[src/design/assert_macros.svh]
// assertion macros shared by the tessellator rtl
`ifndef ASSERT_MACROS_SVH
`define ASSERT_MACROS_SVH

// property must hold at every rising clock edge outside reset
`define QBT_ASSERT(label, clk, rst_n, prop) \
    label: assert property (@(posedge clk) disable iff (!rst_n) prop) \
        else $error("qbt assertion failed");

// condition must never be true outside reset
`define QBT_NEVER(label, clk, rst_n, cond) \
    label: assert property (@(posedge clk) disable iff (!rst_n) !(cond)) \
        else $error("qbt forbidden condition seen");

`endif

[src/design/qbt_pkg.sv]
// shared types and constants of the quadratic bezier tessellator
`default_nettype none

package qbt_pkg;

    // field widths
    localparam int COORD_W   = 16;
    localparam int IDX_W     = 6;
    localparam int INC_W     = 17;
    localparam int T_W       = 23;
    localparam int CFG_IDX_W = 2;
    localparam int CFG_W     = 17;

    // number of register stages from issue to output word
    localparam int PIPE_DEPTH = 5;

    // strip length limit and t = 1.0 in q7.16
    localparam logic [IDX_W-1:0] MAX_STEPS = 6'd63;
    localparam logic [T_W-1:0]   T_ONE     = 23'h010000;

    // configuration register indexes
    localparam logic [CFG_IDX_W-1:0] CFG_STEP_COUNT = 2'd0;
    localparam logic [CFG_IDX_W-1:0] CFG_STEP_INC   = 2'd1;

    // configuration reset values
    localparam logic [IDX_W-1:0] STEP_COUNT_RST = 6'd16;
    localparam logic [INC_W-1:0] STEP_INC_RST   = 17'd4096;

    // one axis of a curve with its precomputed differences
    typedef struct packed {
        logic signed [COORD_W-1:0] a;
        logic signed [COORD_W-1:0] b;
        logic signed [COORD_W:0]   dab;
        logic signed [COORD_W:0]   dbc;
    } qbt_axis_t;

    // one point issued by the sequencer
    typedef struct packed {
        logic             valid;
        logic [IDX_W-1:0] idx;
        logic             last;
        logic [T_W-1:0]   t;
    } qbt_issue_t;

endpackage

`default_nettype wire

[src/design/qbt_axis.sv]
// five-stage de casteljau datapath for one coordinate axis
`default_nettype none

module qbt_axis (
    input  wire logic                            aclk,
    input  wire logic                            adv,
    input  wire logic [qbt_pkg::T_W-1:0]         t_in,
    input  wire qbt_pkg::qbt_axis_t              curve_i,
    output logic signed [qbt_pkg::COORD_W-1:0]   point_o
);

    localparam int TS_W = qbt_pkg::T_W + 1;
    localparam int D1_W = qbt_pkg::COORD_W + 1;
    localparam int M1_W = TS_W + D1_W;
    localparam int P_W  = M1_W - 16 + 1;
    localparam int D2_W = P_W + 1;
    localparam int M2_W = TS_W + D2_W;
    localparam int R_W  = M2_W - 16 + 1;

    localparam logic signed [R_W-1:0] SAT_HI = R_W'(32767);
    localparam logic signed [R_W-1:0] SAT_LO = -R_W'(32768);

    // stage 1: first-level products
    logic [qbt_pkg::T_W-1:0]             t1_reg;
    logic signed [qbt_pkg::COORD_W-1:0]  a1_reg, b1_reg;
    logic signed [M1_W-1:0]              mab1_reg, mbc1_reg;
    logic signed [M1_W-1:0]              mab1_next, mbc1_next;
    // stage 2: first-level lerps
    logic [qbt_pkg::T_W-1:0]             t2_reg;
    logic signed [P_W-1:0]               p2_reg, q2_reg, p2_next, q2_next;
    // stage 3: difference of the two lerps
    logic [qbt_pkg::T_W-1:0]             t3_reg;
    logic signed [P_W-1:0]               p3_reg;
    logic signed [D2_W-1:0]              d3_reg, d3_next;
    // stage 4: second-level product
    logic signed [P_W-1:0]               p4_reg;
    logic signed [M2_W-1:0]              m4_reg, m4_next;
    // stage 5: final lerp with saturation
    logic signed [R_W-1:0]               r5;
    logic signed [qbt_pkg::COORD_W-1:0]  pt_reg, pt_next;

    logic signed [TS_W-1:0] t0_s, t3_s;

    assign t0_s = $signed({1'b0, t_in});
    assign t3_s = $signed({1'b0, t3_reg});

    // first-level products t*(b-a) and t*(c-b)
    assign mab1_next = M1_W'(t0_s) * M1_W'(curve_i.dab);
    assign mbc1_next = M1_W'(t0_s) * M1_W'(curve_i.dbc);

    // floor shift by 16 and add the base points
    assign p2_next = P_W'(a1_reg) + P_W'($signed(mab1_reg[M1_W-1:16]));
    assign q2_next = P_W'(b1_reg) + P_W'($signed(mbc1_reg[M1_W-1:16]));

    assign d3_next = D2_W'(q2_reg) - D2_W'(p2_reg);

    assign m4_next = M2_W'(t3_s) * M2_W'(d3_reg);

    // final lerp and clamp to the coordinate range
    always_comb begin
        r5 = R_W'(p4_reg) + R_W'($signed(m4_reg[M2_W-1:16]));
        if (r5 > SAT_HI) begin
            pt_next = 16'sh7FFF;
        end else if (r5 < SAT_LO) begin
            pt_next = -16'sh8000;
        end else begin
            pt_next = r5[qbt_pkg::COORD_W-1:0];
        end
    end

    // pipeline registers, all held on a stall
    always_ff @(posedge aclk) begin
        if (adv) begin
            t1_reg   <= t_in;
            a1_reg   <= curve_i.a;
            b1_reg   <= curve_i.b;
            mab1_reg <= mab1_next;
            mbc1_reg <= mbc1_next;
            t2_reg   <= t1_reg;
            p2_reg   <= p2_next;
            q2_reg   <= q2_next;
            t3_reg   <= t2_reg;
            p3_reg   <= p2_reg;
            d3_reg   <= d3_next;
            p4_reg   <= p3_reg;
            m4_reg   <= m4_next;
            pt_reg   <= pt_next;
        end
    end

    assign point_o = pt_reg;

endmodule

`default_nettype wire

[config.mk]
export PLATFORM = sky130hd
export DESIGN_NAME = qbt_axis
export DESIGN_NICKNAME = d
export VERILOG_FILES = /design/src/design/assert_macros.svh /design/src/design/qbt_pkg.sv /design/src/design/qbt_axis.sv
export SDC_FILE = /design/constraint.sdc
export NUM_CORES = 2
export LEC_CHECK = 0
export ABC_AREA = 1
export BUFFER_PORTS_ARGS = -buffer_cell sky130_fd_sc_hd__clkbuf_2
export CORE_MARGIN = 1
export CORE_UTILIZATION = 44
export CTS_CLUSTER_DIAMETER = 60
export DETAILED_ROUTE_END_ITERATION = 10
export PLACE_DENSITY = 0.62
export SLEW_MARGIN = 20
export SYNTH_ARGS = -nofsm -noshare
export SYNTH_HDL_FRONTEND = slang
export SYNTH_SLANG_ARGS = --single-unit
export TNS_END_PERCENT = 100
[constraint.sdc]
create_clock -name aclk -period 17 [get_ports aclk]
set_input_delay 2.55 -clock aclk [delete_from_list [all_inputs] [get_ports aclk]]
set_output_delay 2.55 -clock aclk [all_outputs]
set_load 0.02 [all_outputs]
Word level (Yosys, flattened, before mapping):

Cells that the tools add are included.

* flip-flop bits (word level): 381
* input bits: 91
* output and inout bits: 16

* $lt $le $gt $ge: 2
* muxes and demuxes: 1
* multipliers: 3
* $add $sub $neg: 4

Operators with widths (count)
* multiplier 24 x 17 -> 41 bit: 2
* adder 16 x 25 -> 26 bit: 2
* multiplier 24 x 27 -> 51 bit: 1
* adder 26 x 35 -> 36 bit: 1
* > comparator 36 x 16 -> 1 bit, second input constant: 1
* less-than comparator 36 x 16 -> 1 bit, second input constant: 1
* subtractor 26 x 26 -> 27 bit: 1
* two-way mux 16 bit: 1

Longest topological paths before layout:

* word-level depth: 3
* mapped depth: 30
* gate-level depth less buffers: 28

Worst setup path before layout:

OpenSTA, ideal clock, no wires.

* path type: input -> register
* start point: input port t_in[14] (netlist name)
* end point: register mbc1_reg[25] (data pin)
* data arrival time: 7.779 ns
* stages on the path: 24
* library setup time: 0.265 ns
* slack: 8.956 ns
* path buffers: 2
* data required time: 16.735 ns
* cell sequence: clkbuf_1 clkbuf_1 nand2_1 fa_1 inv_1 fa_1 inv_1 fa_1 inv_1 fa_1 inv_1 fa_1 fa_1 inv_1 ha_1 a21oi_1 o21ai_0 a21oi_1 inv_1 a21oi_1 inv_1 a21oi_1 o21ai_0 xor2_1

* longest elaborated chain between the ends: 1

Ends and longest elaborated chain
* start, declared: line qbt_axis.sv:7 `input wire logic [qbt_pkg::T_W-1:0] t_in,`
* multiplier 24 x 17 -> 41 bit: line qbt_axis.sv:49 `assign mbc1_next = M1_W'(t0_s) * M1_W'(curve_i.dbc);`
* net mbc1_next[25]: line qbt_axis.sv:27 `logic signed [M1_W-1:0] mab1_next, mbc1_next;`
* end signal, assigned: line qbt_axis.sv:78 `mbc1_reg <= mbc1_next;`
* end, declared: line qbt_axis.sv:26 `logic signed [M1_W-1:0] mab1_reg, mbc1_reg;`

The timed path passes the listed nets, and every way through them passes these cells.
A chain may end at the register's enable or synchronous reset.

Worst setup path in the final report:

* start point: input port t_in[9] (netlist name)
* end point: register mbc1_reg[29] (data pin)

The elaborated chain is that of the path after synthesis.

==> metrics.md <==
| Metric | Value |
|---|---|
| Multiplexer area fraction after synthesis | 0 |
| Clock Latency Late Sink | 600 ps |
| Post-route cell area | 70900 um2 |
| Worst slew margin | 0.268 |
| Buffers plus inverters on the worst setup path | 9 |
| XOR/XNOR Fraction of Synth Area | 0.0243 |
| Crit start category | primary input |
| Number of slew-limit violations in the final report | 0 |
| Number of core rows | 142 |
| Clock-pin slew on the worst setup and hold paths | 60 ps |
| TritonCTS clock tree | done |
| Sequential element share of the synthesized area | 0.150 |
| DIE WIDTH | 392 um |
| Crit-path max FO | 34 |
| Clock tree root buffer cell | clkbuf_16 |
| Leading cell type in the layout, fill and taps excluded | inv_1 |
| Library cell with the largest summed area after synthesis | fa_1 |
| Via count of the first global-routing pass | 53.6k |
| Die Y | 392 um |
| Area used by sequential logic in the layout | 10000 um2 |
| Multi-input logic area | 46300 um2 |
| Count of warnings emitted by yosys | 0 |
| DIE AREA | 154000 um2 |
| Ratio of cells with drive above 1 in the final layout | 0.0351 |
| Flip-flop cell with the highest count after synthesis | edfxtp_1 |
| Global route overflow | 0 |
| Post-synthesis instance total | 8140 |
| Type of element capturing the critical path | flip-flop |
| Post-layout nets | 9962 |
| Drt via density | 4.97 |
| Antenna violations before repair | 6 |
| Final critical path time including I/O delays and setup | 8240 ps |
| Net count after synthesis | 10.0k |
| Number of buffers added to fix hold violations after cts | 0 |
| Final Util | 0.471 |
| GRT Resource Usage Total | 0.246 |
| Area Overhead vs Synth | 5.95% |
| Synthesis-stage register bit count | 333 |
| Count of placed standard cells including taps | 10.1k |
| Worst Clk Skew | 44.1 ps |
| Worst-path cell chain | clkbuf_2 -> nand2_1 -> fa_1 -> inv_1 -> fa_1 -> inv_1 -> fa_1 -> inv_1 -> fa_1 -> inv_1 -> fa_1 -> fa_1 -> inv_1 -> ha_1 -> a21oi_1 -> o21ai_0 -> a21oi_1 -> inv_1 -> a21oi_1 -> inv_1 -> a21oi_1 -> inv_1 -> a21oi_1 -> xnor2_1 |
| Synthesized-area fraction occupied by ao, oa, aoi and oai cells | 0.0448 |
| Number of enable flip-flop cells after synthesis | 333 |
| Ranking of synthesized cells by area | fa_1 (38%), edfxtp_1 (15%), inv_1 (14%) |
| DRC Markers | 0 |
| HPWL after detailed placement | 147 mm |
| Dominant delay contributor by cell family on the critical path | adder cells |
| Mean area per synthesized cell | 8.22 um2 |
| Global-route wire length before repair | 292 mm |
| Slew of the pin with the lowest slew margin | 1100 ps |
| Overall routed net length | 183 mm |
| Crit share post-route | 0.485 |
| Via count | 50.4k |
| TritonCTS buffer count | 41 |
| Final setup violation count | 0 |
| Max-cap violation count | 0 |
| Final-layout setup total negative slack | 0 ps |
| Netlist cell types | 43 |
| Filler instances | 14.8k |
| Setup repair after global routing missed its margin | no |
| Share of flip-flops with an asynchronous set or reset after synthesis | 0 |
| Top cell type's share of synthesized area | 0.382 |
| Routed length per instance | 18.1 um |
| Number of iterations in the first detailed-routing pass | 7 |
| Max FFs per register | 35 |
| Antenna Nets Post-Route | 0 |
| Port buffer count | 106 |
| Post-placement cell area | 69400 um2 |
| Number of antenna diodes | 0 |
| Sink Count | 333 |
| Post-CTS resize count | 0 |
| Adder and majority cell fraction of the synthesized area | 0.478 |
| Critical path data arrival time | 8560 ps |
| Starting density of the core | 0.445 |
| Fraction of the mapped netlist area in simple logic gates | 0.145 |
| 1st-iter DRT viols | 3349 |
| Count of endpoints failing hold in the final timing report | 0 |
| Setup Fix Bufs, Post-CTS | 0 |
| Filler-free cell count of the finished design | 10.1k |
| Floorplan core area | 150000 um2 |
| Placer's final routability congestion estimate | 0.927 |
| Most common cell type on the critical path | inv_1 |
| Slowest-stage cell, CP | clkbuf_2 |
| I/O pin count | 107 |
| Hold/Removal Path Class | reg2reg |
| CP max stage delay | 760 ps |
| Highest achievable clock rate | 121 MHz |
| Maximum number of pins on one net before global-route repair | 169 |
| Critical path required time | 17330 ps |
| Number of H-tree levels | 2 |
| Result of the run | complete, no violations |
| Leading cell types in the layout, fill and taps excluded | inv_1 (2523), nand2_1 (1978), fa_1 (1275) |
| Largest family of logic cells by synthesized area | adder cells |
| Worst-case clock buffer depth | 3 |
| Synth Cell Area | 66900 um2 |
| Setup slack, reg-to-reg | 9050 ps |
| Critical path type | in2reg |
[stage by stage]
| stage | worst slack, ps | hold slack [ps] |
|---|---|---|
| detailed placement | 8200 | 405 |
| floorplan | 8960 | 400 |
| CTS | 8840 | 398 |
| global placement | 8180 | 401 |
| global route | 8490 | 404 |
| finish | 8760 | 397 |
[area by class of cell]
type | instances | area share
Inverter | 2526 | 0.134
Tap cell | 2016 | 0.0356
Sequential cell | 333 | 0.141
Timing Repair Buffer | 179 | 0.0155
Multi-Input combinational cell | 4998 | 0.654
Clock buffer | 42 | 0.0145
Clock inverter | 34 | 0.00574
[worst paths after layout]
check,end,depth (start not counted),start
max,mbc1_reg[29]$_DFFE_PP_,24,t_in[9]
min,p4_reg[20]$_DFFE_PP_,0,p3_reg[20]$_DFFE_PP_
max reg2reg,m4_reg[48]$_DFFE_PP_,22,t3_reg[6]$_DFFE_PP_
min reg2reg,p4_reg[20]$_DFFE_PP_,0,p3_reg[20]$_DFFE_PP_
[per-layer routing]
layer  vias to the layer above  wire length, um  global-route usage
met5                         -               31                   0
met2                      1598            89400               0.426
met3                       331            11800              0.0277
met4                         4             5450              0.0704
li1                      23300                -                   -
met1                     25100            76700               0.324
[Yosys cell counts (2+ instances only)]
| library cell | instances |
|---|---|
| nand2_1 | 1978 |
| nand3_1 | 111 |
| xnor2_1 | 63 |
| o21ai_1 | 2 |
| nor2_1 | 284 |
| buf_1 | 11 |
| a21oi_1 | 267 |
| ha_1 | 517 |
| a21boi_0 | 4 |
| a31oi_1 | 60 |
| nand3b_1 | 7 |
| nor2_2 | 12 |
| o211ai_1 | 4 |
| o221ai_1 | 4 |
| nand2_2 | 8 |
| o21ai_0 | 147 |
| edfxtp_1 | 333 |
| nand3_2 | 5 |
| buf_6 | 2 |
| o21a_1 | 16 |
| and3_1 | 6 |
| clkbuf_1 | 268 |
| a21o_1 | 13 |
| o21bai_1 | 13 |
| nand2_4 | 2 |
| nand4_1 | 31 |
| fa_1 | 1275 |
| o2111ai_1 | 5 |
| buf_2 | 2 |
| nor4_1 | 9 |
| inv_2 | 3 |
| nor3_1 | 21 |
| xor2_1 | 121 |
| inv_1 | 2523 |
| a211oi_1 | 5 |
[cell families after synthesis]
family	after synthesis
AOI/OAI and AO/OA	545
adders and majority gates	1792
buffers and inverters	2809
DFF	333
xor gates and xnor gates	185
and+or+nand+nor	2476
Power is not shown: default switching activity piles up to over one toggle a cycle in this logic, so the estimate is an artifact.
