File: src/design/assert_macros.svh
// assertion macros shared by the tessellator rtl
`ifndef ASSERT_MACROS_SVH
`define ASSERT_MACROS_SVH

// property must hold at every rising clock edge outside reset
`define QBT_ASSERT(label, clk, rst_n, prop) \
    label: assert property (@(posedge clk) disable iff (!rst_n) prop) \
        else $error("qbt assertion failed");

// condition must never be true outside reset
`define QBT_NEVER(label, clk, rst_n, cond) \
    label: assert property (@(posedge clk) disable iff (!rst_n) !(cond)) \
        else $error("qbt forbidden condition seen");

`endif

File: src/design/qbt_pkg.sv
// shared types and constants of the quadratic bezier tessellator
`default_nettype none

package qbt_pkg;

    // field widths
    localparam int COORD_W   = 16;
    localparam int IDX_W     = 6;
    localparam int INC_W     = 17;
    localparam int T_W       = 23;
    localparam int CFG_IDX_W = 2;
    localparam int CFG_W     = 17;

    // number of register stages from issue to output word
    localparam int PIPE_DEPTH = 5;

    // strip length limit and t = 1.0 in q7.16
    localparam logic [IDX_W-1:0] MAX_STEPS = 6'd63;
    localparam logic [T_W-1:0]   T_ONE     = 23'h010000;

    // configuration register indexes
    localparam logic [CFG_IDX_W-1:0] CFG_STEP_COUNT = 2'd0;
    localparam logic [CFG_IDX_W-1:0] CFG_STEP_INC   = 2'd1;

    // configuration reset values
    localparam logic [IDX_W-1:0] STEP_COUNT_RST = 6'd16;
    localparam logic [INC_W-1:0] STEP_INC_RST   = 17'd4096;

    // one axis of a curve with its precomputed differences
    typedef struct packed {
        logic signed [COORD_W-1:0] a;
        logic signed [COORD_W-1:0] b;
        logic signed [COORD_W:0]   dab;
        logic signed [COORD_W:0]   dbc;
    } qbt_axis_t;

    // one point issued by the sequencer
    typedef struct packed {
        logic             valid;
        logic [IDX_W-1:0] idx;
        logic             last;
        logic [T_W-1:0]   t;
    } qbt_issue_t;

endpackage

`default_nettype wire

File: src/design/qbt_seq.sv
// point sequencer: holds one curve and issues one t value per cycle while adv is high
`default_nettype none

`include "assert_macros.svh"

module qbt_seq (
    input  wire logic                           aclk,
    input  wire logic                           aresetn,
    input  wire logic                           s_valid,
    output logic                                s_ready,
    input  wire logic signed [qbt_pkg::COORD_W-1:0] start_x,
    input  wire logic signed [qbt_pkg::COORD_W-1:0] start_y,
    input  wire logic signed [qbt_pkg::COORD_W-1:0] ctrl_x,
    input  wire logic signed [qbt_pkg::COORD_W-1:0] ctrl_y,
    input  wire logic signed [qbt_pkg::COORD_W-1:0] end_x,
    input  wire logic signed [qbt_pkg::COORD_W-1:0] end_y,
    input  wire logic [qbt_pkg::IDX_W-1:0]      step_count,
    input  wire logic [qbt_pkg::INC_W-1:0]      step_increment,
    input  wire logic                           adv,
    output qbt_pkg::qbt_issue_t                 issue_o,
    output qbt_pkg::qbt_axis_t                  curve_x_o,
    output qbt_pkg::qbt_axis_t                  curve_y_o
);

    logic                          busy_reg, busy_next;
    logic [qbt_pkg::IDX_W-1:0]     idx_reg, idx_next;
    logic [qbt_pkg::IDX_W-1:0]     n_reg, n_next;
    logic [qbt_pkg::T_W-1:0]       tacc_reg, tacc_next;
    qbt_pkg::qbt_axis_t            cx_reg, cy_reg;
    logic [qbt_pkg::IDX_W-1:0]     n_eff;
    logic                          accept;
    logic                          issue_last;
    logic                          issue_fire;

    // effective segment count, zero counts as one and counts above MAX_STEPS are capped
    always_comb begin
        if (step_count == '0) begin
            n_eff = qbt_pkg::IDX_W'(1);
        end else if (step_count > qbt_pkg::MAX_STEPS) begin
            n_eff = qbt_pkg::MAX_STEPS;
        end else begin
            n_eff = step_count;
        end
    end

    assign accept     = s_valid && !busy_reg;
    assign issue_last = (idx_reg == n_reg);
    assign issue_fire = busy_reg && adv;
    assign s_ready    = !busy_reg;

    // sequencer next state
    always_comb begin
        busy_next = busy_reg;
        idx_next  = idx_reg;
        n_next    = n_reg;
        tacc_next = tacc_reg;
        if (accept) begin
            busy_next = 1'b1;
            idx_next  = '0;
            n_next    = n_eff;
            tacc_next = '0;
        end else if (issue_fire) begin
            busy_next = !issue_last;
            idx_next  = idx_reg + qbt_pkg::IDX_W'(1);
            tacc_next = tacc_reg + qbt_pkg::T_W'(step_increment);
        end
    end

    always_ff @(posedge aclk) begin
        if (!aresetn) begin
            busy_reg <= 1'b0;
            idx_reg  <= '0;
            n_reg    <= qbt_pkg::IDX_W'(1);
            tacc_reg <= '0;
        end else begin
            busy_reg <= busy_next;
            idx_reg  <= idx_next;
            n_reg    <= n_next;
            tacc_reg <= tacc_next;
        end
    end

    // curve capture with the two differences per axis
    always_ff @(posedge aclk) begin
        if (accept) begin
            cx_reg.a   <= start_x;
            cx_reg.b   <= ctrl_x;
            cx_reg.dab <= 17'(ctrl_x) - 17'(start_x);
            cx_reg.dbc <= 17'(end_x) - 17'(ctrl_x);
            cy_reg.a   <= start_y;
            cy_reg.b   <= ctrl_y;
            cy_reg.dab <= 17'(ctrl_y) - 17'(start_y);
            cy_reg.dbc <= 17'(end_y) - 17'(ctrl_y);
        end
    end

    // issue word: t runs 0, inc, 2*inc, ... and is exactly 1.0 on the end point
    always_comb begin
        issue_o.valid = busy_reg;
        issue_o.idx   = idx_reg;
        issue_o.last  = issue_last;
        issue_o.t     = issue_last ? qbt_pkg::T_ONE : tacc_reg;
    end

    assign curve_x_o = cx_reg;
    assign curve_y_o = cy_reg;

    `QBT_ASSERT(a_accept_starts, aclk, aresetn, accept |=> (busy_reg && idx_reg == '0))
    `QBT_NEVER(a_idx_in_range, aclk, aresetn, busy_reg && (idx_reg > n_reg))
    `QBT_ASSERT(a_last_ends, aclk, aresetn, (issue_fire && issue_last) |=> !busy_reg)

endmodule

`default_nettype wire

File: config.mk
export PLATFORM = sky130hd
export DESIGN_NAME = qbt_seq
export DESIGN_NICKNAME = d
export VERILOG_FILES = /design/src/design/qbt_pkg.sv /design/src/design/qbt_seq.sv
export VERILOG_INCLUDE_DIRS = /design/src /design/src/design
export SDC_FILE = /design/constraint.sdc
export NUM_CORES = 1
export LEC_CHECK = 0
export ABC_AREA = 1
export BUFFER_PORTS_ARGS = -buffer_cell sky130_fd_sc_hd__buf_2
export CORE_MARGIN = 4
export CORE_UTILIZATION = 31
export CTS_CLUSTER_DIAMETER = 200
export DETAILED_ROUTE_END_ITERATION = 7
export PLACE_DENSITY = 0.58
export SYNTH_ARGS = -nofsm -noshare
export SYNTH_HDL_FRONTEND = slang
export SYNTH_SLANG_ARGS = --single-unit
File: constraint.sdc
create_clock -name aclk -period 2.7 [get_ports aclk]
set_input_delay 0.27 -clock aclk [delete_from_list [all_inputs] [get_ports aclk]]
set_output_delay 0.27 -clock aclk [all_outputs]
set_load 0.02 [all_outputs]
# Yosys cells after proc, flatten, opt, wreduce, memory -nomap -nowiden
# Cells that the tools add are included.
word_totals:
  elab_cells: 33
  reg_bits: 168
  output_inout_bits: 164
  in_bits: 123
classes:
  muxes: 5
  bitwise_logic: 1
  n_lt_le_gt_ge: 1
  add_sub_neg: 6
  eq_ne: 1
  reduce_logical: 7
ops:
  columns: ["op", "count"]
  rows:
  - ["subtractor 16 x 16 -> 17 bit", 4]
  - ["adder 23 x 17 -> 23 bit", 1]
  - ["two-way mux 23 bit", 1]
  - ["two-way mux 6 bit", 2]
  - ["adder 6 x 1 -> 6 bit (second input constant)", 1]
  - ["equality test 6 bit", 1]
  - ["> comparator 6 bit (second input constant)", 1]
  - ["zero test 6 bit", 1]
  - ["logical AND 1 bit", 2]
  - ["zero test 1 bit", 2]
  - ["two-way mux 1 bit", 2]
  - ["nonzero test 2 bit", 1]
  - ["OR reduction 2 bit", 1]
  - ["inverter 1 bit", 1]

# Depth between registers and ports, before layout
logic_depth:
  ltp_word: 4
  depth_mapped: 14

# Least setup slack after synthesis
# Ideal clock, no wire load.
synth_path:
  kind: "flip-flop to flip-flop"
  start: "register busy_reg"
  end: "register tacc_reg[14] (netlist bit)"
  path_stages_with_launch: 10
  setup_time_ps: 109
  period_less_slack_ps: 2587
  path_slack_ps: 113
  t_arrival_ps: 2478
  cell_sequence: "dfxtp_1 inv_2 nand2_2 inv_2 nor2_4 inv_2 buf_6 nor2_1 nand2_1 inv_1"
synth_between:
  elab_chain_cells: 3
  word_cells_on_any_way: 4
synth_lines:
  columns: ["element", "line", "rtl"]
  rows:
  - ["from (decl)", "qbt_seq.sv:25", "logic busy_reg, busy_next;"]
  - ["from (signal assigned)", "qbt_seq.sv:76", "busy_reg <= busy_next;"]
  - ["zero test 1 bit", null, null]
  - ["named net s_ready", "qbt_seq.sv:10", "output logic s_ready,"]
  - ["logical AND 1 bit", "qbt_seq.sv:46", "assign accept = s_valid && !busy_reg;"]
  - ["named net accept", "qbt_seq.sv:31", "logic accept;"]
  - ["OR reduction 2 bit (no source line)", null, null]
  - ["to (signal assigned)", "qbt_seq.sv:79", "tacc_reg <= tacc_next;"]
  - ["to (decl)", "qbt_seq.sv:28", "logic [qbt_pkg::T_W-1:0] tacc_reg, tacc_next;"]
# The timed path passes the listed nets, and every way through them passes these cells.
# A chain may end at the register's enable or synchronous reset.

# Worst setup path after layout
layout_path:
  start: "input port ctrl_x[0] (netlist bit)"
  end: "register cx_reg (netlist bit curve_x_o[29]), data pin"
layout_between:
  elab_chain_cells: 1
layout_lines:
  columns: ["element", "line", "rtl"]
  rows:
  - ["from (decl)", "qbt_seq.sv:13", "input wire logic signed [qbt_pkg::COORD_W-1:0] ctrl_x,"]
  - ["subtractor 16 x 16 -> 17 bit", "qbt_seq.sv:88", "cx_reg.dab <= 17'(ctrl_x) - 17'(start_x);"]
  - ["to (decl)", "qbt_seq.sv:29", "qbt_pkg::qbt_axis_t cx_reg, cy_reg;"]
# No other way between the ends.

==> flow_metrics.tcl <==
set metrics [dict create \
    setup_viol 0 \
    synth_area_per_cell_um2 8.43 \
    area_growth_pct 27.8 \
    worst_pin_slew_ns 0.864 \
    p_leak_nw 6.83 \
    fmax_mhz 449 \
    finalWorstSetupSlack_ns 0.473 \
    drt_wl_total_um 30100 \
    detail-route-antenna-nets 0 \
    reg2reg_from "tacc_reg[0]$_SDFFE_PP0P_" \
    fill_cells 3369 \
    syn_area_um2 10300 \
    cts_tree "yes" \
    io_pins 287 \
    clk_pin_slew_worst_paths_ns 0.07 \
    track_usage_pct 16.6 \
    muxShareOfSynthArea_pct 0 \
    combPwrFrac_pct 23.3 \
    drc 0 \
    clk_path_buf_depth 2 \
    syn_nets 1430 \
    final_area_um2 13100 \
    synth.area.top_cells "edfxtp_1 39%, nand2_1 11%, ha_1 10%, inv_1 8.1%, dfxtp_1 7.0%" \
    slowest_delay_ns 0.53 \
    fin_cells 2003 \
    cts.htree.levels 4 \
    antenna_found_initial 4 \
    antennaDiodeCount 0 \
    synth_edf_count 132 \
    cts_resized 0 \
    cts_buffers 17 \
    relSlewSlack_pct 42.4 \
    grt_pass1_vias 8908 \
    synth-compound-area-share_pct 8.64 \
    hold_path_depth 3 \
    critPathLaunchType "input port" \
    hold_start "step_count[0]" \
    drt_iter0_markers 430 \
    core_area_um2 32600 \
    syn_inst 1220 \
    cts.sinks 168 \
    die_w_um 190 \
    cp_num_buf_inv 3 \
    regArea_um2 4680 \
    seqPwrFrac_pct 42.2 \
    p_int_mw 5.04 \
    sw_frac_of_total_pct 31.8 \
    rr_worst_depth 13 \
    fin_crit_ns 2.23 \
    p_clk_share_pct 34.5 \
    hold_class "input port to register" \
    finalCritPeriodShare_pct 82.5 \
    rsz0062_at_grt "false" \
    dpl.cell_count 1941 \
    synth_xor_area_share_pct 4.51 \
    clock_latency_ns 0.45 \
    die_h_um 190 \
    clockRootBuffer "clkbuf_16" \
    hpwl_um 23800 \
    outcome "completed" \
    placed_area_um2 12300 \
    rows 66 \
    wire_per_inst_um 15.0 \
    slowest_stage "dlygate4sd3_1" \
    crit_top_cell "nand2_1" \
    p_switching_mw 2.35 \
    cp_top_family "buffers and inverters" \
    synth-simple-area-share_pct 21.4 \
    drv_cap 0 \
    crit_chain "dlygate4sd3_1 -> buf_2 -> inv_1 -> ha_1 -> fa_1 -> o21ai_2 -> nand2_1 -> nand2_2 -> nand2_1 -> nand2_1 -> nand2_1 -> nand3_1 -> nand2_1" \
    synthArstFlopShare_pct 0 \
    tns_ns 0 \
    ys_types 42 \
    yosys-top-cells-count "303 x nand2_1, 222 x inv_1, 132 x edfxtp_1, 93 x nor2_1, 89 x a21oi_1" \
    synthMostInstantiatedCell "nand2_1" \
    synth_top_family_by_area "simple AND/OR/NAND/NOR gates" \
    nNetsFinal 1758 \
    yosys_warnings 0 \
    design.die.area_um2 36200 \
    synth_fa_ha_area_share_pct 10.9 \
    yosysTopAreaCell "edfxtp_1" \
    grt_max_degree 131 \
    fin_skew_ns 0.0128 \
    end_kind "register" \
    yosys_register_bits 168 \
    start_util_pct 31.5 \
    seq_area_frac_synth_pct 45.5 \
    ys.flop_type "edfxtp_1" \
    drv_slew 0 \
    multi_input_area_um2 4670 \
    critPathRequiredTime_ns 2.91 \
    dr_total_vias 8975 \
    power.total_mw 7.39 \
    peakVddDrop_mv 0.463 \
    utilization_pct 40.3 \
    dr.pass1.iters 5 \
    drive_gt1_share_pct 23.9 \
    via_per_inst 4.48 \
    port-buffer-count 286 \
    pre_cts_slack_ns 0.515 \
    r2r_setup_slack_ns 0.68 \
    grt_pass1_wl_um 47300 \
    fin_hold_ws_ns 0.0296 \
    powerDensity_nw_per_um2 562 \
    critPathMaxFanout 4 \
    r2r_end "tacc_reg[14]$_SDFFE_PP0P_" \
    critPathArrivalTime_ns 2.44 \
    crit_type "input port to register" \
    hold_viol_final 0 \
    place_congestion 0.886 \
    overflow 0 \
    synth.top_cell.area_share_pct 38.5 \
    holdPathEnd "n_reg[0]$_SDFFE_PN1P_" \
]
-- how the worst max path moves through the flow --
stage	from	endpoint	slack, ns	cells past startpoint
CTS	start_x[0]	curve_x_o[29]$_DFFE_PP_	0.49	12
global placement	ctrl_y[0]	curve_y_o[16]$_DFFE_PP_	0.54	11
finish	ctrl_x[0]	curve_x_o[29]$_DFFE_PP_	0.47	13
floorplan	busy_reg$_SDFFE_PN0P_	tacc_reg[14]$_SDFFE_PP0P_	0.11	9
detailed placement	ctrl_y[0]	curve_y_o[12]$_DFFE_PP_	0.51	11
global route	ctrl_x[0]	curve_x_o[29]$_DFFE_PP_	0.35	13
-- area by class of cell --
| cell class | instances | share of cell area [%] |
|---|---|---|
| Clock buffer | 17 | 3.24 |
| Clock inverter | 15 | 1.28 |
| Inverter | 229 | 6.58 |
| Multi-Input combinational cell | 812 | 35.6 |
| Sequential cell | 168 | 35.6 |
| Tap cell | 442 | 4.21 |
| Timing Repair Buffer | 320 | 13.5 |
-- kinds of logic (layout without fill, tap and decap cells) --
group	count (synthesis)	count (layout)
and+or+nand+nor	515	515
buffers and inverters	240	581
DFF	168	168
AOI/OAI and AO/OA	157	157
adders and majority gates	87	87
xor gates and xnor gates	53	53
-- placed cells by master (no fill, tap or decap), types with 3 or more instances in the layout --
cell / n
fa_1: 5
inv_6: 5
nor3_1: 15
inv_1: 222
xnor2_1: 18
clkbuf_16: 17
o21ai_0: 26
nor2_2: 7
nand3_2: 4
o21ai_1: 3
xor2_1: 35
a21oi_1: 89
nor2_1: 93
o21bai_1: 5
buf_2: 286
clkinv_4: 6
ha_1: 82
dlygate4sd3_1: 30
nand4_1: 6
and2_1: 5
nand2_2: 19
a21o_1: 6
inv_2: 6
nor2_4: 3
o21ai_2: 8
buf_4: 3
dfxtp_1: 36
nand2_1: 303
edfxtp_1: 132
o31ai_1: 7
a31oi_1: 5
nand3_1: 54
-- worst reg2reg max path, cell delays in order (launching register included) --
cell and delay [ns]:
dfxtp_1 0.35, ha_1 0.22, inv_1 0.07, fa_1 0.41, inv_1 0.10, nand3_1 0.11, nand2_4 0.12, nand2_1 0.06
nand2_1 0.09, nand2_1 0.11, nand3_1 0.10, nand3_1 0.08, nand2_1 0.07, inv_1 0.03
-- power by group through the flow --
stage,Clock (mW),Combinational (mW),Sequential (mW)
floorplan,0,0.911,3.39
global placement,0,1.69,3.17
detailed placement,0,1.70,3.17
CTS,2.63,1.74,3.12
global route,2.71,1.93,3.14
finish,2.55,1.72,3.12
-- layer usage --
layer / vias to the layer above / GRT usage (%) / share of wire, %
met5: - / 0 / 0.18
met4: 8 / 4.75 / 1.5
met3: 34 / 5.12 / 7.1
met2: 249 / 27.5 / 47
met1: 4090 / 21.2 / 44
li1: 4594 / - / -
-- repair_timing --
item	in CTS	in global routing
endpoints found under the hold margin	30	0
buffers inserted	0	0
setup endpoints to repair	0	0
hold buffers	30	0
No activity file was read; power rests on OpenSTA's default activity.
